`src/rtl/tmcw_pkg.sv`:
```
// Package for the text mode console writer: screen geometry, codes and
// the command word passed from the front end to the back end. No dependencies.
package tmcw_pkg;

    // Screen geometry
    localparam int COLUMNS       = 80;
    localparam int ROWS          = 25;
    localparam int CELL_COUNT    = COLUMNS * ROWS;
    localparam int LAST_ROW_BASE = (ROWS - 1) * COLUMNS;
    localparam int ADDR_W        = $clog2(CELL_COUNT);
    localparam int COL_W         = $clog2(COLUMNS);
    localparam int ROW_W         = $clog2(ROWS);
    localparam int TAB_STEP      = 8;

    // Port field widths
    localparam int OP_W    = 2;
    localparam int CHAR_W  = 8;
    localparam int COLOR_W = 4;
    localparam int IDX_W   = 11;
    localparam int LOC_W   = 11;
    localparam int CELL_W  = 16;

    // Queue between front and back end
    localparam int QUEUE_DEPTH = 2;
    localparam int QPTR_W      = (QUEUE_DEPTH > 1) ? $clog2(QUEUE_DEPTH) : 1;
    localparam int QCNT_W      = $clog2(QUEUE_DEPTH + 1);

    // Operation codes
    localparam logic [OP_W-1:0] OP_PUT   = 2'd0;
    localparam logic [OP_W-1:0] OP_CLEAR = 2'd1;
    localparam logic [OP_W-1:0] OP_READ  = 2'd2;

    // Character codes
    localparam logic [CHAR_W-1:0] CH_BS       = 8'h08;
    localparam logic [CHAR_W-1:0] CH_TAB      = 8'h09;
    localparam logic [CHAR_W-1:0] CH_LF       = 8'h0A;
    localparam logic [CHAR_W-1:0] CH_CR       = 8'h0D;
    localparam logic [CHAR_W-1:0] CH_PRINT_LO = 8'h20;
    localparam logic [CHAR_W-1:0] CH_PRINT_HI = 8'h7F;

    localparam logic [CELL_W-1:0] BLANK_CELL = 16'h0F20;

    // Classified command kinds
    typedef enum logic [2:0] {
        CMD_WRITE = 3'd0,
        CMD_BKSP  = 3'd1,
        CMD_TAB   = 3'd2,
        CMD_CR    = 3'd3,
        CMD_LF    = 3'd4,
        CMD_NOP   = 3'd5,
        CMD_CLEAR = 3'd6,
        CMD_READ  = 3'd7
    } t_cmd_kind;

    // Command word held in the queue
    typedef struct packed {
        t_cmd_kind           kind;
        logic [CELL_W-1:0]   cell_word;
        logic [ADDR_W-1:0]   index;
        logic                index_ok;
    } t_cmd;

endpackage

```
`src/rtl/tmcw_front.sv`:
```
// Front end of the console writer: input handshake and classification of
// each item into a command word. Depends on tmcw_pkg.
module tmcw_front import tmcw_pkg::*; (
    input  logic               i_valid,
    output logic               o_ready,
    input  logic [OP_W-1:0]    i_op,
    input  logic [CHAR_W-1:0]  i_char_code,
    input  logic [COLOR_W-1:0] i_back_color,
    input  logic [COLOR_W-1:0] i_fore_color,
    input  logic [IDX_W-1:0]   i_cell_index,
    input  logic               i_queue_full,
    input  logic               i_init_done,
    output logic               o_push,
    output t_cmd               o_cmd
);

    // Hold off items while the queue is full or the screen is being blanked after reset
    assign o_ready = !i_queue_full && i_init_done;
    assign o_push  = i_valid && o_ready;

    // Classify the word
    always_comb begin
        o_cmd.cell_word = {i_back_color, i_fore_color, i_char_code};
        o_cmd.index     = ADDR_W'(i_cell_index);
        o_cmd.index_ok  = ({1'b0, i_cell_index} < (IDX_W + 1)'(CELL_COUNT));
        o_cmd.kind      = CMD_NOP;
        case (i_op)
            OP_PUT: begin
                if (i_char_code == CH_BS) begin
                    o_cmd.kind = CMD_BKSP;
                end else if (i_char_code == CH_TAB) begin
                    o_cmd.kind = CMD_TAB;
                end else if (i_char_code == CH_CR) begin
                    o_cmd.kind = CMD_CR;
                end else if (i_char_code == CH_LF) begin
                    o_cmd.kind = CMD_LF;
                end else if (i_char_code >= CH_PRINT_LO && i_char_code <= CH_PRINT_HI) begin
                    o_cmd.kind = CMD_WRITE;
                end
            end
            OP_CLEAR: o_cmd.kind = CMD_CLEAR;
            OP_READ:  o_cmd.kind = CMD_READ;
            default:  o_cmd.kind = CMD_NOP;
        endcase
    end

endmodule

```
`config.mk`:
```
export PLATFORM = sky130hd
export DESIGN_NAME = tmcw_front
export DESIGN_NICKNAME = d
export VERILOG_FILES = /design/src/rtl/tmcw_pkg.sv /design/src/rtl/tmcw_front.sv
export SDC_FILE = /design/constraint.sdc
export NUM_CORES = 1
export LEC_CHECK = 0
export ABC_CLOCK_PERIOD_IN_PS = 800
export BUFFER_PORTS_ARGS = -buffer_cell sky130_fd_sc_hd__buf_2
export CAP_MARGIN = 0
export CORE_MARGIN = 2
export CORE_UTILIZATION = 26
export DETAILED_ROUTE_END_ITERATION = 10
export PLACE_DENSITY = 0.85
export SYNTH_ARGS = -nofsm -noshare
export SYNTH_HDL_FRONTEND = slang
export SYNTH_SLANG_ARGS = --single-unit
```
`constraint.sdc`:
```
create_clock -name vclk -period 0.8
set_input_delay 0 -clock vclk [all_inputs]
set_output_delay 0 -clock vclk [all_outputs]
set_load 0.01 [all_outputs]
```
# Word-level counts from Yosys, hierarchy flattened

Cells that the tools add are included.
Widths: inputs -> output; s select.

Register bits: 0
Latch bits: 0
RAM bits: 0
Bits in read-only memories: 0
Input port bits: 32
Output and inout port bits: 33
Logic and storage cells: 20
Memories kept: 0

$add $sub $neg: 0
Multipliers: 0
Div/mod/pow operators: 0
Order comparisons: 3
Equal/unequal tests: 6
Shifts and indexed selects: 0
Multiplexer cells: 6
Bitwise gates (word level): 0
Reductions and logical operators: 5

Operators with widths:

| operator             | number |
|---|---|
| $eq 8x4->1 const B   | 4 |
| $mux 3               | 5 |
| $lt 11x11->1 const B | 1 |
| $pmux 3 s3           | 1 |
| $ge 8x6->1 const B   | 1 |
| $le 8x7->1 const B   | 1 |
| $logic_and 1x1->1    | 3 |
| $eq 2x1->1 const B   | 1 |
| $eq 2x2->1 const B   | 1 |
| $logic_not 2->1      | 1 |
| $logic_not 1->1      | 1 |

# Logic depth before layout (Yosys ltp)

Gate-level depths: netlist of run 1.

Depth in word-level cells: 8
Gate-level depth with buffers: 5
Depth with buffers taken out: 5

# Worst setup path before layout of run 1

No wires, ideal clock.

Kind: in2out
From: in i_char_code[1]
To: out o_cmd[28] (netlist bit)
Arrival: 0.824 ns
Data required time: 0.800 ns
Path slack: -0.024 ns
Stages on the path: 3
Path buffers: 0
Path through: or4b_1 a211oi_2 o31ai_1

RTL lines:

| what               | RTL line         | text |
|---|---|---|
| start: declaration | tmcw_front.sv:7  | `input logic [CHAR_W-1:0] i_char_code,` |
| end: declaration   | tmcw_front.sv:14 | `output t_cmd o_cmd` |

==> flow_metrics.env, run 1 <==
export IMPL_power_per_cell_area_nw_per_um2=526
export IMPL_synth_distinct_cells=19
export IMPL_drc=0
export IMPL_yosys_warnings=0
export IMPL_max_freq_ghz=0.951
export IMPL_routed_wl_um=902
export IMPL_critPathArrivalTime_ns=1.05
export IMPL_dpl_hpwl_um=789
export IMPL_hold_class="input pin to output pin"
export IMPL_antenna_found_initial=0
export IMPL_dp_worst_setup_slack_ns=-0.295
export IMPL_hp_start="i_fore_color[2]"
export IMPL_num_rows=13
export IMPL_worst_slew_pin_slew_ns=0.218
export IMPL_vias=371
export IMPL_nClkBuffers=0
export IMPL_grt_max_degree=5
export IMPL_dpl_cell_area_sq_um=425
export IMPL_synth_nets=85
export IMPL_status="finished, violations left"
export IMPL_min_period_over_period_pct=131
export IMPL_initial_core_util_pct=28.0
export IMPL_endpoint_kind="output pin"
export IMPL_avgSynthCellArea_sq_um=7.24
export IMPL_setup_viol=3
export IMPL_cp_start_kind="input pin"
export IMPL_regArea_sq_um=0
export IMPL_final_antenna_net_count=0
export IMPL_hold_violations=0
export IMPL_ir_worst_vdd_v=0.000221
export IMPL_nFillCells=148
export IMPL_core_sq_um=1320
export IMPL_drt_first_pass_iters=1
export IMPL_drv_slew=0
export IMPL_pin_count=65
export IMPL_fp_dieW_um=41.7
export IMPL_maxCapViolCount=0
export IMPL_violations="setup timing"
export IMPL_drive_gt1_share_pct=75.7
export IMPL_stdcell_area_sq_um=467
export IMPL_cp_max_fo=2
export IMPL_p_leak_nw=0.259
export IMPL_final_min_clock_period_ns=1.05
export IMPL_viasPerCell=4.36
export IMPL_multi_input_area_sq_um=179
export IMPL_synthToLayoutAreaGrowth_pct=26.4
export IMPL_crit_required_ns=0.80
export IMPL_grt_first_pass_wirelength_um=1470
export IMPL_rsz0062_at_grt="true"
export IMPL_seq_cell_count=0
export IMPL_grt_pass1_vias=352
export IMPL_grt_util_all_layers_pct=10.1
export IMPL_antenna_cells=0
export IMPL_final_util_pct=35.4
export IMPL_syn_inst=51
export IMPL_die_area_sq_um=1740
export IMPL_routedWlPerCell_um=10.6
export IMPL_worstSetupStartpoint="i_char_code[1]"
export IMPL_nNetsFinal=106
export IMPL_port_buffer_count=41
export IMPL_drtIter0Drc=0
export IMPL_met3_usage_pct=2.61
export IMPL_syn_area_sq_um=369
export IMPL_use_met2_pct=19.7
export IMPL_grt_ovfl_total=0
export IMPL_fp_dieH_um=41.7
export IMPL_yosysSeqAreaShare_pct=0
export IMPL_criticalPathCategory="input pin to output pin"
export IMPL_layout_setup_ws_ns=-0.252
export IMPL_slew_headroom_pct=85.3
export IMPL_finalSetupTns_ns=-0.645
export IMPL_grt_busiest_layer="met2"
export IMPL_grt_use_met1_pct=10.6
export IMPL_gp_congestion=0.622
## cell usage after synthesis (all sizes together)
cell	number	area, sq um
or3	1	7.51
buf	27	203
or3b	1	8.76
or4b	1	10.0
o2111ai	1	8.76
inv	2	7.51
and2	1	6.26
nor3	2	10.0
a211oi	1	12.5
and3	1	6.26
ha	2	25.0
o21ba	1	10.0
nor2	2	7.51
or2b	1	7.51
o21ai	2	10.0
nor2b	2	12.5
nand2	1	3.75
o31ai	1	7.51
a21oi	1	5.00
## power breakdown
part           internal [mW]  switching [mW]  leakage, nW
logic                  0.133           0.112        0.259
registers                  0               0            0
clock network              0               0            0
## cells by family (layout without fill, tap and decap cells)
| kind of cell | count (synthesis) | count (layout) | synth area share, % |
|---|---|---|---|
| buffers and inverters | 29 | 48 | 56.9 |
| and+or+nand+nor | 13 | 13 | 21.7 |
| AOI/OAI and AO/OA | 7 | 7 | 14.6 |
| adders and majority gates | 2 | 2 | 6.78 |
## metrics by stage
stage / hold WS [ns] / total power, mW / instances
floorplan: 0.0510 / 0.198 / 51
global route: 0.0000156 / 0.270 / 85
global placement: 0.0000686 / 0.217 / 84
detailed placement: 0.0000686 / 0.222 / 84
CTS: 0.0000686 / 0.248 / 85
finish: 0.00000443 / 0.245 / 85
## routing by layer
| metal | vias to the layer above | wire length (um) |
|---|---|---|
| met4 | 0 | 9 |
| met1 | 156 | 307 |
| li1 | 181 | - |
| met5 | - | 0 |
| met2 | 32 | 452 |
| met3 | 2 | 133 |
## placed cells by master (no fill, tap or decap), types with 2 or more instances in the layout
| cell | n |
|---|---|
| buf_2 | 38 |
| buf_4 | 5 |
| buf_6 | 3 |
| inv_1 | 2 |
| nor2_1 | 2 |
| o21ai_0 | 2 |
| nor2b_1 | 2 |
| nor3_2 | 2 |
| ha_1 | 2 |
## cell type report
class,count,share of cell area (%)
Multi-Input combinational cell,22,38.3
Inverter,2,1.61
Timing Repair Buffer,46,56.0
Tap cell,15,4.02
## worst paths after layout
check   endpoint  slack (ns)  cells after the start
max    o_cmd[28]       -0.25                      5
min    o_cmd[22]    0.000004                      0
## worst max-delay path, stage by stage
cell and delay (ns):
buf_6 0.09, or4b_4 0.53, a211oi_2 0.20, o31ai_1 0.09, buf_2 0.14
## timing repair
| action | 4_1_cts | 5_1_grt |
|---|---|---|
| gates resized for setup | 7 | 0 |
| pin swaps | 2 | 1 |
| gates cloned | 0 | 0 |
| endpoints found under the setup margin | 3 | 3 |
| buffers inserted | 1 | 0 |
| hold buffers | 0 | 0 |
(Power assumes the default switching activity.)
==> inputs of run 2 (changes only) <==
- PLACE_DENSITY: 0.85 -> 0.92
==> run 2 against run 1 <==
The flow still finishes with violations (setup timing). Combinational power fell by 4%. Non-clock buffer count is 1 lower. Via count up 1.6%. Design area shrank 3.8%. Clock-buffer cell count did not move. Flip-flop and latch count did not move. Critical path depth did not move. Die area unchanged. Cell count decreased by 1.2%. First-iteration DRC count up 1. Routed wire length increased by 5.1%. Largest power group unchanged.
==> flow_metrics.env, run 2 (same netlist as run 1, synthesis figures left out) <==
export IMPL_status="finished, violations left"
export IMPL_violations="setup timing"
export IMPL_synthToLayoutAreaGrowth_pct=21.7
export IMPL_grt_pass1_vias=365
export IMPL_regArea_sq_um=0
export IMPL_final_antenna_net_count=0
export IMPL_grt_first_pass_wirelength_um=1490
export IMPL_final_cell_mix="buf_2 (39), buf_4 (4)"
export IMPL_stdcell_area_sq_um=449
export IMPL_port_buffer_count=41
export IMPL_critPathArrivalTime_ns=1.06
export IMPL_power_mw=0.236
export IMPL_drc=0
export IMPL_antenna_found_initial=0
export IMPL_hold_violations=0
export IMPL_post_cts_repair_setup_buffers=0
export IMPL_gp_congestion=0.670
export IMPL_vias=377
export IMPL_worstSetupStartpoint="i_char_code[1]"
export IMPL_nNetsFinal=105
export IMPL_layout_commonest_cell="buf_2"
export IMPL_die_area_sq_um=1740
export IMPL_maxCapViolCount=0
export IMPL_cts_hold_buffers=0
export IMPL_routed_wl_um=948
export IMPL_drv_slew=0
export IMPL_hold_path_depth=0
export IMPL_pin_count=65
export IMPL_hp_start="i_fore_color[3]"
export IMPL_min_period_over_period_pct=133
export IMPL_grt_util_all_layers_pct=10.4
export IMPL_drtIter0Drc=1
export IMPL_fin_cells=84
export IMPL_dpl_hpwl_um=804
export IMPL_hold_class="input pin to output pin"
export IMPL_drt_first_pass_iters=2
export IMPL_routedWlPerCell_um=11.3
export IMPL_layout_setup_ws_ns=-0.263
export IMPL_p_leak_nw=0.251
export IMPL_placedCellCount=84
export IMPL_criticalPathCategory="input pin to output pin"
export IMPL_nFillCells=154
export IMPL_dp_worst_setup_slack_ns=-0.281
export IMPL_num_rows=13
export IMPL_ir_worst_vdd_v=0.000158
export IMPL_setup_viol=3
export IMPL_dpl_cell_area_sq_um=425
export IMPL_crit_required_ns=0.80
export IMPL_nClkBuffers=0
export IMPL_cp_start_kind="input pin"
export IMPL_cp_max_fo=4
export IMPL_max_freq_ghz=0.941
export IMPL_grt_ovfl_total=0
export IMPL_initial_core_util_pct=28.0
export IMPL_slew_headroom_pct=84.2
export IMPL_final_min_clock_period_ns=1.06
export IMPL_worst_slew_pin_slew_ns=0.235
export IMPL_drive_gt1_share_pct=75.4
export IMPL_endpoint_kind="output pin"
export IMPL_grt_max_degree=5
export IMPL_multi_input_area_sq_um=175
export IMPL_fp_dieH_um=41.7
export IMPL_viasPerCell=4.49
export IMPL_power_per_cell_area_nw_per_um2=525
export IMPL_fp_dieW_um=41.7
export IMPL_seq_cell_count=0
export IMPL_core_sq_um=1320
export IMPL_rsz0062_at_grt="true"
export IMPL_antenna_cells=0
export IMPL_timing_hold_ws_ns=0.00000445
==> run 2: changes by cell type in the layout (fill, tap and decap cells not counted) <==
| cell | before | now |
|---|---|---|
| o21ai_0 | 2 | 1 |
| or3_4 | 1 | 0 |
| o21ai_1 | 0 | 1 |
| buf_6 | 3 | 2 |
| or3_2 | 0 | 1 |
| buf_4 | 5 | 4 |
| buf_2 | 38 | 39 |
==> run 2: path summary, 6_finish.rpt <==
path | endpoint | slack [ns]
setup / recovery | o_cmd[28] | -0.26
hold / removal | o_cmd[23] | 0.000004
==> run 2: cell type report <==
type                            count  share of cell area, %
Timing Repair Buffer               45                   55.2
Multi-Input combinational cell     22                   39.0
Inverter                            2                   1.67
Tap cell                           15                   4.18
==> run 2: worst max-delay path, stage by stage <==
cell and delay [ns]:
buf_6 0.10, or4b_4 0.53, a211oi_2 0.20, o31ai_1 0.09, buf_2 0.15
==> run 2: routing by layer <==
layer / share of wire [%] / GRT usage (%)
met5: 0 / 0
met4: 0.53 / 1.94
met3: 17 / 2.61
met2: 50 / 21.3
met1: 33 / 10.1
==> run 2: repair_timing <==
action,in CTS,in global routing
endpoints found under the setup margin,3,3
gates resized for setup,6,0
pin swaps,0,0
==> run 2: power breakdown <==
| part | switching [mW] | total [mW] | internal (mW) | leakage, nW |
|---|---|---|---|---|
| combinational | 0.113 | 0.236 | 0.123 | 0.251 |
| sequential | 0 | 0 | 0 | 0 |
| clock | 0 | 0 | 0 | 0 |
==> run 2: metrics by stage <==
stage / utilization (%) / TNS (ns)
floorplan: - / -0.0241
global placement: 32.3 / -0.681
detailed placement: 32.3 / -0.763
CTS: 34.1 / -0.691
global route: 34.1 / -0.786
finish: 34.1 / -0.684
