==> src/rtl/tmcw_pkg.sv <==
// Package for the text mode console writer: screen geometry, codes and
// the command word passed from the front end to the back end. No dependencies.
package tmcw_pkg;

    // Screen geometry
    localparam int COLUMNS       = 80;
    localparam int ROWS          = 25;
    localparam int CELL_COUNT    = COLUMNS * ROWS;
    localparam int LAST_ROW_BASE = (ROWS - 1) * COLUMNS;
    localparam int ADDR_W        = $clog2(CELL_COUNT);
    localparam int COL_W         = $clog2(COLUMNS);
    localparam int ROW_W         = $clog2(ROWS);
    localparam int TAB_STEP      = 8;

    // Port field widths
    localparam int OP_W    = 2;
    localparam int CHAR_W  = 8;
    localparam int COLOR_W = 4;
    localparam int IDX_W   = 11;
    localparam int LOC_W   = 11;
    localparam int CELL_W  = 16;

    // Queue between front and back end
    localparam int QUEUE_DEPTH = 2;
    localparam int QPTR_W      = (QUEUE_DEPTH > 1) ? $clog2(QUEUE_DEPTH) : 1;
    localparam int QCNT_W      = $clog2(QUEUE_DEPTH + 1);

    // Operation codes
    localparam logic [OP_W-1:0] OP_PUT   = 2'd0;
    localparam logic [OP_W-1:0] OP_CLEAR = 2'd1;
    localparam logic [OP_W-1:0] OP_READ  = 2'd2;

    // Character codes
    localparam logic [CHAR_W-1:0] CH_BS       = 8'h08;
    localparam logic [CHAR_W-1:0] CH_TAB      = 8'h09;
    localparam logic [CHAR_W-1:0] CH_LF       = 8'h0A;
    localparam logic [CHAR_W-1:0] CH_CR       = 8'h0D;
    localparam logic [CHAR_W-1:0] CH_PRINT_LO = 8'h20;
    localparam logic [CHAR_W-1:0] CH_PRINT_HI = 8'h7F;

    localparam logic [CELL_W-1:0] BLANK_CELL = 16'h0F20;

    // Classified command kinds
    typedef enum logic [2:0] {
        CMD_WRITE = 3'd0,
        CMD_BKSP  = 3'd1,
        CMD_TAB   = 3'd2,
        CMD_CR    = 3'd3,
        CMD_LF    = 3'd4,
        CMD_NOP   = 3'd5,
        CMD_CLEAR = 3'd6,
        CMD_READ  = 3'd7
    } t_cmd_kind;

    // Command word held in the queue
    typedef struct packed {
        t_cmd_kind           kind;
        logic [CELL_W-1:0]   cell_word;
        logic [ADDR_W-1:0]   index;
        logic                index_ok;
    } t_cmd;

endpackage

==> src/rtl/tmcw_queue.sv <==
// Short command queue between front and back end of the console writer.
// Depends on tmcw_pkg.
module tmcw_queue import tmcw_pkg::*; (
    input  logic i_clk,
    input  logic i_rst_n,
    input  logic i_push,
    input  t_cmd i_cmd,
    input  logic i_pop,
    output logic o_not_empty,
    output logic o_full,
    output t_cmd o_head
);

    t_cmd              r_mem [QUEUE_DEPTH];
    logic [QPTR_W-1:0] r_wr_ptr;
    logic [QPTR_W-1:0] r_rd_ptr;
    logic [QCNT_W-1:0] r_count;
    logic              do_push;
    logic              do_pop;

    assign o_full      = (r_count == QCNT_W'(QUEUE_DEPTH));
    assign o_not_empty = (r_count != '0);
    assign do_push     = i_push && !o_full;
    assign do_pop      = i_pop && o_not_empty;
    assign o_head      = r_mem[r_rd_ptr];

    // Store pushed words
    always_ff @(posedge i_clk) begin
        if (do_push) begin
            r_mem[r_wr_ptr] <= i_cmd;
        end
    end

    // Advance pointers and count
    always_ff @(posedge i_clk) begin
        if (!i_rst_n) begin
            r_wr_ptr <= '0;
            r_rd_ptr <= '0;
            r_count  <= '0;
        end else begin
            if (do_push) begin
                r_wr_ptr <= (r_wr_ptr == QPTR_W'(QUEUE_DEPTH - 1)) ? '0 : r_wr_ptr + 1'b1;
            end
            if (do_pop) begin
                r_rd_ptr <= (r_rd_ptr == QPTR_W'(QUEUE_DEPTH - 1)) ? '0 : r_rd_ptr + 1'b1;
            end
            if (do_push && !do_pop) begin
                r_count <= r_count + 1'b1;
            end else if (do_pop && !do_push) begin
                r_count <= r_count - 1'b1;
            end
        end
    end

endmodule

==> config.mk <==
export PLATFORM = sky130hd
export DESIGN_NAME = tmcw_queue
export DESIGN_NICKNAME = d
export VERILOG_FILES = /design/src/rtl/tmcw_pkg.sv /design/src/rtl/tmcw_queue.sv
export SDC_FILE = /design/constraint.sdc
export NUM_CORES = 1
export LEC_CHECK = 0
export BUFFER_PORTS_ARGS = -buffer_cell sky130_fd_sc_hd__buf_2
export CAP_MARGIN = 15
export CORE_ASPECT_RATIO = 0.9
export CORE_MARGIN = 2
export CORE_UTILIZATION = 55
export CTS_CLUSTER_DIAMETER = 80
export DETAILED_ROUTE_END_ITERATION = 7
export PLACE_DENSITY_LB_ADDON = 0.1
export SYNTH_ARGS = -nofsm -noshare
export SYNTH_HDL_FRONTEND = slang
export SYNTH_SLANG_ARGS = --single-unit
==> constraint.sdc <==
create_clock -name i_clk -period 4.7 [get_ports i_clk]
set_clock_uncertainty 0.15 [all_clocks]
set_input_delay 0.235 -clock i_clk [delete_from_list [all_inputs] [get_ports i_clk]]
set_output_delay 0.235 -clock i_clk [all_outputs]
set_load 0.02 [all_outputs]
# ---- Word level (Yosys, flattened, before mapping)
# Memory sizes are Yosys's and may differ from the RTL's. A register that Yosys moved wholly into a read port is not among the register bits.
# Cells that the tools add are included.
dict set report word_totals {
  ff_bits 4
  latch_bits 0
  ramBits 62
  romBits 0
  in_bits 35
  output_inout_bits 33
  wordCells 26
  n_memories 1
}
# memory words width rd rd_clocked_by_memory_dff wr line_no
set mem_list {}
lappend mem_list {r_mem 2 31 1 1 1 tmcw_queue.sv:14} ;# t_cmd r_mem [QUEUE_DEPTH];
dict set report classes {
  n_addsub 4
  multipliers 0
  div 0
  n_lt_le_gt_ge 0
  eq_ne 1
  shift 0
  mux 8
  n_bitwise 0
  reduce_logical 9
}
# operator n
set ops {}
lappend ops {{two-way mux 1 bit} 6}
lappend ops {{logical AND 1 bit} 4}
lappend ops {{two-way mux 2 bit} 2}
lappend ops {{nonzero test 2 bit} 2}
lappend ops {{zero test 1 bit} 3}
lappend ops {{adder 1 bit, second input constant} 2}
lappend ops {{adder 2 x 1 -> 2 bit, second input constant} 1}
lappend ops {{== test 2 bit, second input constant} 1}
lappend ops {{subtractor 2 x 1 -> 2 bit, second input constant} 1}

# ---- Longest topological paths before layout
# Gate-level depths: netlist of the first run.
dict set report logic_depth {
  word_depth 7
  mapped_depth 7
}

# ---- Least setup slack after synthesis of the first run
# Ideal clock, no wire load.
dict set report synth_path {
  path_kind {reg-to-reg}
  start {reg r_count[0]}
  end {mem r_mem[0][0] in the netlist's numbering, enable pin}
  setup_ps 416
  arrival_ps 1873
  required_ps 4134
  path_slack_ps 2261
  path_stages_with_launch 4
  n_path_buf 0
  period_less_slack_ps 2439
  cell_sequence {dfxtp_1 -> nand2b_1 -> inv_2 -> nor3_2}
}
dict set report synth_via {
  elab_chain_cells 5
}
# item line_no
set synth_lines {}
lappend synth_lines {{from (decl)} tmcw_queue.sv:17} ;# logic [QCNT_W-1:0] r_count;
lappend synth_lines {{from (signal assigned)} tmcw_queue.sv:48} ;# r_count <= r_count + 1'b1;
lappend synth_lines {{from (signal assigned)} tmcw_queue.sv:50} ;# r_count <= r_count - 1'b1;
lappend synth_lines {{== test 2 bit} tmcw_queue.sv:21} ;# assign o_full = (r_count == QCNT_W'(QUEUE_DEPTH));
lappend synth_lines {{via o_full} tmcw_queue.sv:10} ;# output logic o_full,
lappend synth_lines {{zero test 1 bit} tmcw_queue.sv:23} ;# assign do_push = i_push && !o_full;
lappend synth_lines {{logical AND 1 bit} tmcw_queue.sv:23}
lappend synth_lines {{two-way mux 1 bit} tmcw_queue.sv:29} ;# if (do_push) begin
lappend synth_lines {{two-way mux 1 bit (implied by the code)} tmcw_queue.sv:30} ;# r_mem[r_wr_ptr] <= i_cmd;
lappend synth_lines {{to (decl)} tmcw_queue.sv:14}
# The timed path passes the listed nets, and every way through them passes these cells.

==> results.cfg, run 1 <==
[synth]
syn-instance-count = 121
syn-num-nets = 157
postSynth.asyncResetShare = 0
syn-cell-area_mm2 = 0.00246
synth.distinct_cells = 21
synth_ff_type = sky130_fd_sc_hd__edfxtp_1
syn_avg_cell_area_um2 = 20.4
synth_area_leaders = sky130_fd_sc_hd__edfxtp_1, sky130_fd_sc_hd__mux2_2, sky130_fd_sc_hd__dfxtp_1, sky130_fd_sc_hd__and2_1, sky130_fd_sc_hd__xnor2_1
yosys_register_bits = 67
synth.top_cells.by_count = sky130_fd_sc_hd__edfxtp_1, sky130_fd_sc_hd__mux2_2, sky130_fd_sc_hd__dfxtp_1
yosys_warnings = 0
synth_edf_count = 62
share_of_the_synthesized_area_in_the_top_cell_type = 0.756
synth-seq-area-share = 0.797
yosys.area.top_type = sky130_fd_sc_hd__edfxtp_1
most_used_standard_cell_by_instance_count_after_synthesis = sky130_fd_sc_hd__edfxtp_1

[drt]
drc_errors = 0
detailedRoute.firstPassIterationCount = 4
drt-wirelength-per-cell_um = 15.0
route.final.wire_length_um = 4450
viasPerCell = 4.81
vias = 1430
drt_first_iter_violations = 63
number_of_antenna_violating_nets_in_the_routed_design = 0

[timing]
max_freq_mhz = 468
setup_total_negative_slack_ns = 0
slew_viol_final = 0
timing.final.setup_violations = 0
worst-slew-pin-transition_ns = 0.607
final.min_clock_period_ns = 2.13
report.final.hold_viol_count = 0
period_share = 0.454
max-slew-margin-rel = 0.594
setup_repair_after_global_routing_missed_its_margin = no

[cells_and_area]
layout-area-overhead-vs-synth_pct = 36.4
finish.net_count = 267
instances_no_fill = 297
antenna-diode-count = 0
final_layout_size_suffix_gt1_frac = 0.489

[setup_path]
critPathLaunchType = flip-flop
timing_worst_setup_path_type = reg -> out
r2r_setup_slack_ns = 2.68
timing.critical_path.required_ns = 4.32
endpoint_of_the_most_critical_setup_path = o_head[22]
cp.arrival_ns = 1.75
worst_r2r_endpoint = r_mem[0][0]
r2r-start = r_count[0]
crit_path_end_kind = primary output
worst-path-max-fanout = 25
ff2ff_path_depth = 4

[power_and_ir_drop]
power.static_leakage_nw = 1.29
post-layout-total-power_mw = 1.68
p_per_area_mw_per_mm2 = 501
power.ir.vdd_worst_mv = 0.354

[die]
start_util = 0.563
rows = 23
core_box_area_mm2 = 0.00437
design.portCount = 68
die_h_um = 67.5
dieArea_mm2 = 0.00503
fp.dieW_um = 74.5

[grt]
grt_pass1_wl_um = 6610
grt_pass1_vias = 1440
globalRouteOverflowTotal = 0
grt_antenna_before_repair = 0
grt_usage = 0.193
largest_net_degree_at_the_start_of_global_routing = 32

[clock_tree]
tritoncts = built
clkTransAtPathRegs_ns = 0.06
ctsLongestPathBuffers = 2
cts.sink_count = 67
cts_post_setup_buffers_inserted = 0
root_buffer = sky130_fd_sc_hd__clkbuf_8
cts_max_level = 3
worst_skew_pair.late_latency_ns = 0.33
post_cts.resized_instances = 0
cts-buffers-inserted = 9

[worst_hold_path]
hold_path_class = in -> reg

[placed_design]
detailedPlacementHpwl_um = 2710
io_buffer_count = 67
gp_congestion = 0.714
place.detailed.instances = 250

[run]
max_cap_viol_count = 0

[outcome]
run_status = finished clean
-- kinds of logic after synthesis --
kind of cell / count (synthesis) / share of synthesized area
DFF: 67 / 0.797
muxes: 31 / 0.142
and+or+nand+nor: 9 / 0.0234
buffers and inverters: 5 / 0.00914
adders and majority gates: 1 / 0.00508
AOI/OAI and AO/OA: 5 / 0.0132
xor gates and xnor gates: 3 / 0.0107
-- layout by cell type, fill, tap and decap left out, drive strengths merged --
master	synthesis	final
buf	3	70
dlygate4sd3	0	32
clkbuf	0	10
o21ai	2	2
mux2	31	31
xor2	1	1
or3	1	1
nor3	1	1
xnor2	2	2
or2	1	1
ha	1	1
clkinv	0	5
a21boi	2	2
nand2b	1	1
inv	2	2
and3	1	1
dfxtp	5	5
edfxtp	62	62
and2	3	3
nor2	1	1
o21a	1	1
-- per-layer routing --
| layer | vias up | global-route usage | share of wire |
|---|---|---|---|
| li1 | 688 | - | - |
| met2 | 48 | 0.310 | 0.51 |
| met5 | - | 0 | 0 |
| met3 | 7 | 0.0821 | 0.057 |
| met4 | 0 | 0.0871 | 0.015 |
| met1 | 687 | 0.227 | 0.42 |
-- where the power goes --
part / switching [mW] / leakage (nW) / internal (mW)
logic: 0.295 / 0.593 / 0.224
registers: 0.0332 / 0.620 / 0.752
clock network: 0.195 / 0.0784 / 0.181
-- worst max-delay path: stages, from the launching register on --
cell	delay, ns
sky130_fd_sc_hd__dfxtp_1	0.48
sky130_fd_sc_hd__buf_4	0.38
sky130_fd_sc_hd__mux2_2	0.39
sky130_fd_sc_hd__buf_2	0.16
-- stage by stage --
| stage | utilization | worst slack (ns) | hold WS (ns) | cell area [µm²] |
|---|---|---|---|---|
| after floorplan | - | 2.26 | 0.184 | 2460 |
| after global placement | 0.660 | 2.77 | 0.277 | 2890 |
| after detailed placement | 0.660 | 2.66 | 0.277 | 2890 |
| after CTS | 0.768 | 2.53 | 0.134 | 3360 |
| after global routing | 0.768 | 2.44 | 0.170 | 3360 |
| final | 0.768 | 2.57 | 0.143 | 3360 |
-- timing repair --
action                     in CTS  in global routing
setup endpoints to repair       0                  0
hold endpoints to repair       63                  0
hold buffers                   32                  0
-- how the worst min path moves through the flow --
stage | start | cells after the start | end
after global placement | i_cmd[9] | 1 | r_mem[1][9]
after detailed placement | i_cmd[24] | 1 | r_mem[0][24]
after global routing | i_push | 3 | r_wr_ptr
after CTS | i_push | 3 | r_wr_ptr
final | i_push | 3 | r_wr_ptr
after floorplan | i_cmd[0] | 0 | r_mem[0][0]
-- registers in the layout (all words and copies together) (netlist names), named ones only --
register,cells
r_mem,62
r_count,2
r_rd_ptr,1
r_wr_ptr,1
-- final cells by class --
class | count | area (µm²)
clock buffer | 10 | 128
tap | 62 | 77.6
clock inverter | 5 | 21.3
fill | 280 | 1020
inverter | 2 | 7.51
sequential | 67 | 1960
timing repair buffer | 102 | 678
multi-input combinational | 49 | 484
Note: power is estimated with default switching activity, not from simulation.
==> run 2: changes to the inputs <==
- ABC_AREA: not set -> 1
- CORE_UTILIZATION: 55 -> 51
- clock period: 4.7 -> 2.01 ns (I/O delays scaled with it)
==> run 2 against run 1 <==
Net effect:
- worst setup slack got worse by 2.4 ns
- wire length fell by 1.7%
- die area rose by 8.5%
- power rose by 150%
- final cell count rose by 5.7%
- critical path depth rose by 6
==> results.cfg, run 2 <==
[cells_and_area]
mostFrequentLayoutCells = sky130_fd_sc_hd__buf_2, sky130_fd_sc_hd__edfxtp_1, sky130_fd_sc_hd__dlygate4sd3_1
layout-area-overhead-vs-synth_pct = 39.4
largest_register_ff_count = 62
finish.net_count = 280
final_layout_size_suffix_gt1_frac = 0.482
regMostFlops = r_mem
layout.cells.most_common = sky130_fd_sc_hd__buf_2
instances_no_fill = 314
antenna-diode-count = 0
reg_top3 = r_mem: 62 flops, r_count: 2 flops

[die]
start_util = 0.521
fp.dieW_um = 77.7
design.portCount = 68
die_h_um = 70.3
core_box_area_mm2 = 0.00477
dieArea_mm2 = 0.00546
rows = 24

[power_and_ir_drop]
cellInternalPower_mw = 2.94
power.static_leakage_nw = 1.35
power.combinational.fraction = 0.279
seq_power_share = 0.441
p_clk_frac = 0.280
p_switching_mw = 1.21
p_per_area_mw_per_mm2 = 1200
switching_share = 0.292
power.ir.vdd_worst_mv = 0.915

[clock_tree]
cts_post_setup_buffers_inserted = 0
root_buffer = sky130_fd_sc_hd__clkbuf_8
tritoncts = built
cts-buffers-inserted = 9
ctsLongestPathBuffers = 2
clkTransAtPathRegs_ns = 0.07
cts_max_level = 3
cts.sink_count = 67
post_cts.resized_instances = 0
postCtsHoldBufs = 32
worst_skew_pair.late_latency_ns = 0.32

[synth]
synth_ff_type = sky130_fd_sc_hd__edfxtp_1
synth-seq-area-share = 0.788
share_of_the_synthesized_area_in_the_top_cell_type = 0.748
postSynth.asyncResetShare = 0
synth_edf_count = 62
yosys.area.top_type = sky130_fd_sc_hd__edfxtp_1
synth.distinct_cells = 15
synth.top_cells.by_count = sky130_fd_sc_hd__edfxtp_1, sky130_fd_sc_hd__mux2_2, sky130_fd_sc_hd__nor2_1
syn-num-nets = 169
synth_area_leaders = sky130_fd_sc_hd__edfxtp_1, sky130_fd_sc_hd__mux2_2, sky130_fd_sc_hd__dfxtp_1, sky130_fd_sc_hd__nor2_1, sky130_fd_sc_hd__buf_6
yosys_register_bits = 67
yosys_warnings = 0
most_used_standard_cell_by_instance_count_after_synthesis = sky130_fd_sc_hd__edfxtp_1
syn-cell-area_mm2 = 0.00249
syn_avg_cell_area_um2 = 18.7
syn-instance-count = 133

[drt]
drt_first_iter_violations = 44
number_of_antenna_violating_nets_in_the_routed_design = 0
drc_errors = 0
viasPerCell = 4.63
route.final.wire_length_um = 4380
vias = 1454
detailedRoute.firstPassIterationCount = 4
drt-wirelength-per-cell_um = 13.9

[grt]
grt_antenna_before_repair = 0
grt_pass1_vias = 1591
globalRouteOverflowTotal = 0
grt_usage = 0.169
grt_pass1_wl_um = 6830
largest_net_degree_at_the_start_of_global_routing = 25

[placed_design]
place_ws_ns = 0.253
place.detailed.instances = 266
detailedPlacementHpwl_um = 2790
io_buffer_count = 67
gp_congestion = 0.630

[timing]
setup_repair_after_global_routing_missed_its_margin = no
timing.final.setup_violations = 0
report.final.hold_viol_count = 0
fin_ws_ns = 0.199
max_freq_mhz = 552
max-slew-margin-rel = 0.772
period_share = 0.901
final.min_clock_period_ns = 1.81
holdWs_ns = 0.0488
slew_viol_final = 0
worst-slew-pin-transition_ns = 0.342

[setup_path]
timing.critical_path.required_ns = 2.12
worst-path-max-fanout = 4
crit_path_end_kind = flip-flop
cp.arrival_ns = 1.92
path_delay_family = flip-flops
timing_worst_setup_path_type = reg -> reg
max_stage_delay_ns = 0.36
critical_path.cell_chain = inv_1 -> o21ai_2 -> inv_1 -> ha_1 -> inv_1 -> nand3_1 -> nand2_1 -> inv_1 -> nor2_1
critPathLaunchType = flip-flop
timing.critical_path.buf_inv = 4
timing.critical_path.slowest_stage_cell = sky130_fd_sc_hd__dfxtp_1
cpMostUsedCell = sky130_fd_sc_hd__inv_1

[outcome]
run_status = finished clean

[worst_hold_path]
hold_path_class = in -> reg

[run]
max_cap_viol_count = 0
run 2: cell types whose count changed in the layout (fill, tap and decap cells not counted), sizes merged, moves of 3 or more:
cell / delta
clkinv: -3
nand2: +7
inv: +6
nor2: +8
and2: -3
run 2: tightest hold or removal path, delay by kind of cell:
| kind | cells | cell delay [ns] |
|---|---|---|
| buffers and inverters | 1 | 0.08 |
| AO/OA/AOI/OAI | 1 | 0.16 |
| AND/OR/NAND/NOR | 2 | 0.16 |
run 2: layout make-up:
class	count	area, µm²
clock buffers	11	131
clock inverters	5	77.6
fillers	309	1300
inverters	8	30.0
multi-input cells	55	479
flip-flops and latches	67	1960
well taps	65	81.3
repair buffers	103	711
run 2: power groups by stage:
stage | Clock (mW) | Sequential (mW) | Combinational [mW]
floorplan | 0 | 1.85 | 0.766
CTS | 1.19 | 1.83 | 1.18
global route | 1.24 | 1.85 | 1.25
detailed placement | 0 | 1.86 | 1.12
finish | 1.16 | 1.83 | 1.16
global placement | 0 | 1.84 | 1.09
run 2: routing by layer:
layer | track usage | part of all wire | routed length, µm | vias to the layer above
met2 | 0.310 | 0.53 | 2310 | 42
met4 | 0.0952 | 0.025 | 108 | 0
met3 | 0.0452 | 0.047 | 208 | 11
met1 | 0.171 | 0.40 | 1760 | 683
met5 | 0 | 0 | 0 | -
li1 | - | - | - | 718
run 2: cell families after synthesis:
family	Yosys count	share of synthesized area
flops	67	0.788
mux	31	0.140
simple gates	18	0.0286
buf+inv	11	0.0256
compound gates	5	0.0126
fa+ha+maj	1	0.00502
run 2: metrics by stage:
stage	power [mW]	util	cell area, µm²	setup TNS [ns]
floorplan	2.62	-	2490	-22.98
global placement	2.93	0.616	2940	0
detailed placement	2.98	0.616	2940	0
CTS	4.19	0.727	3470	0
global route	4.33	0.727	3470	0
finish	4.15	0.727	3470	0
run 2: path summary, 6_finish.rpt:
check | from | endpoint | slack [ns] | cells after the start
setup / recovery | r_count[1] | r_count[1] | 0.20 | 9
hold / removal | i_pop | flip-flop | 0.05 | 4
setup reg to reg | r_count[1] | r_count[1] | 0.20 | 9
hold reg to reg | r_rd_ptr | flip-flop | 0.36 | 2
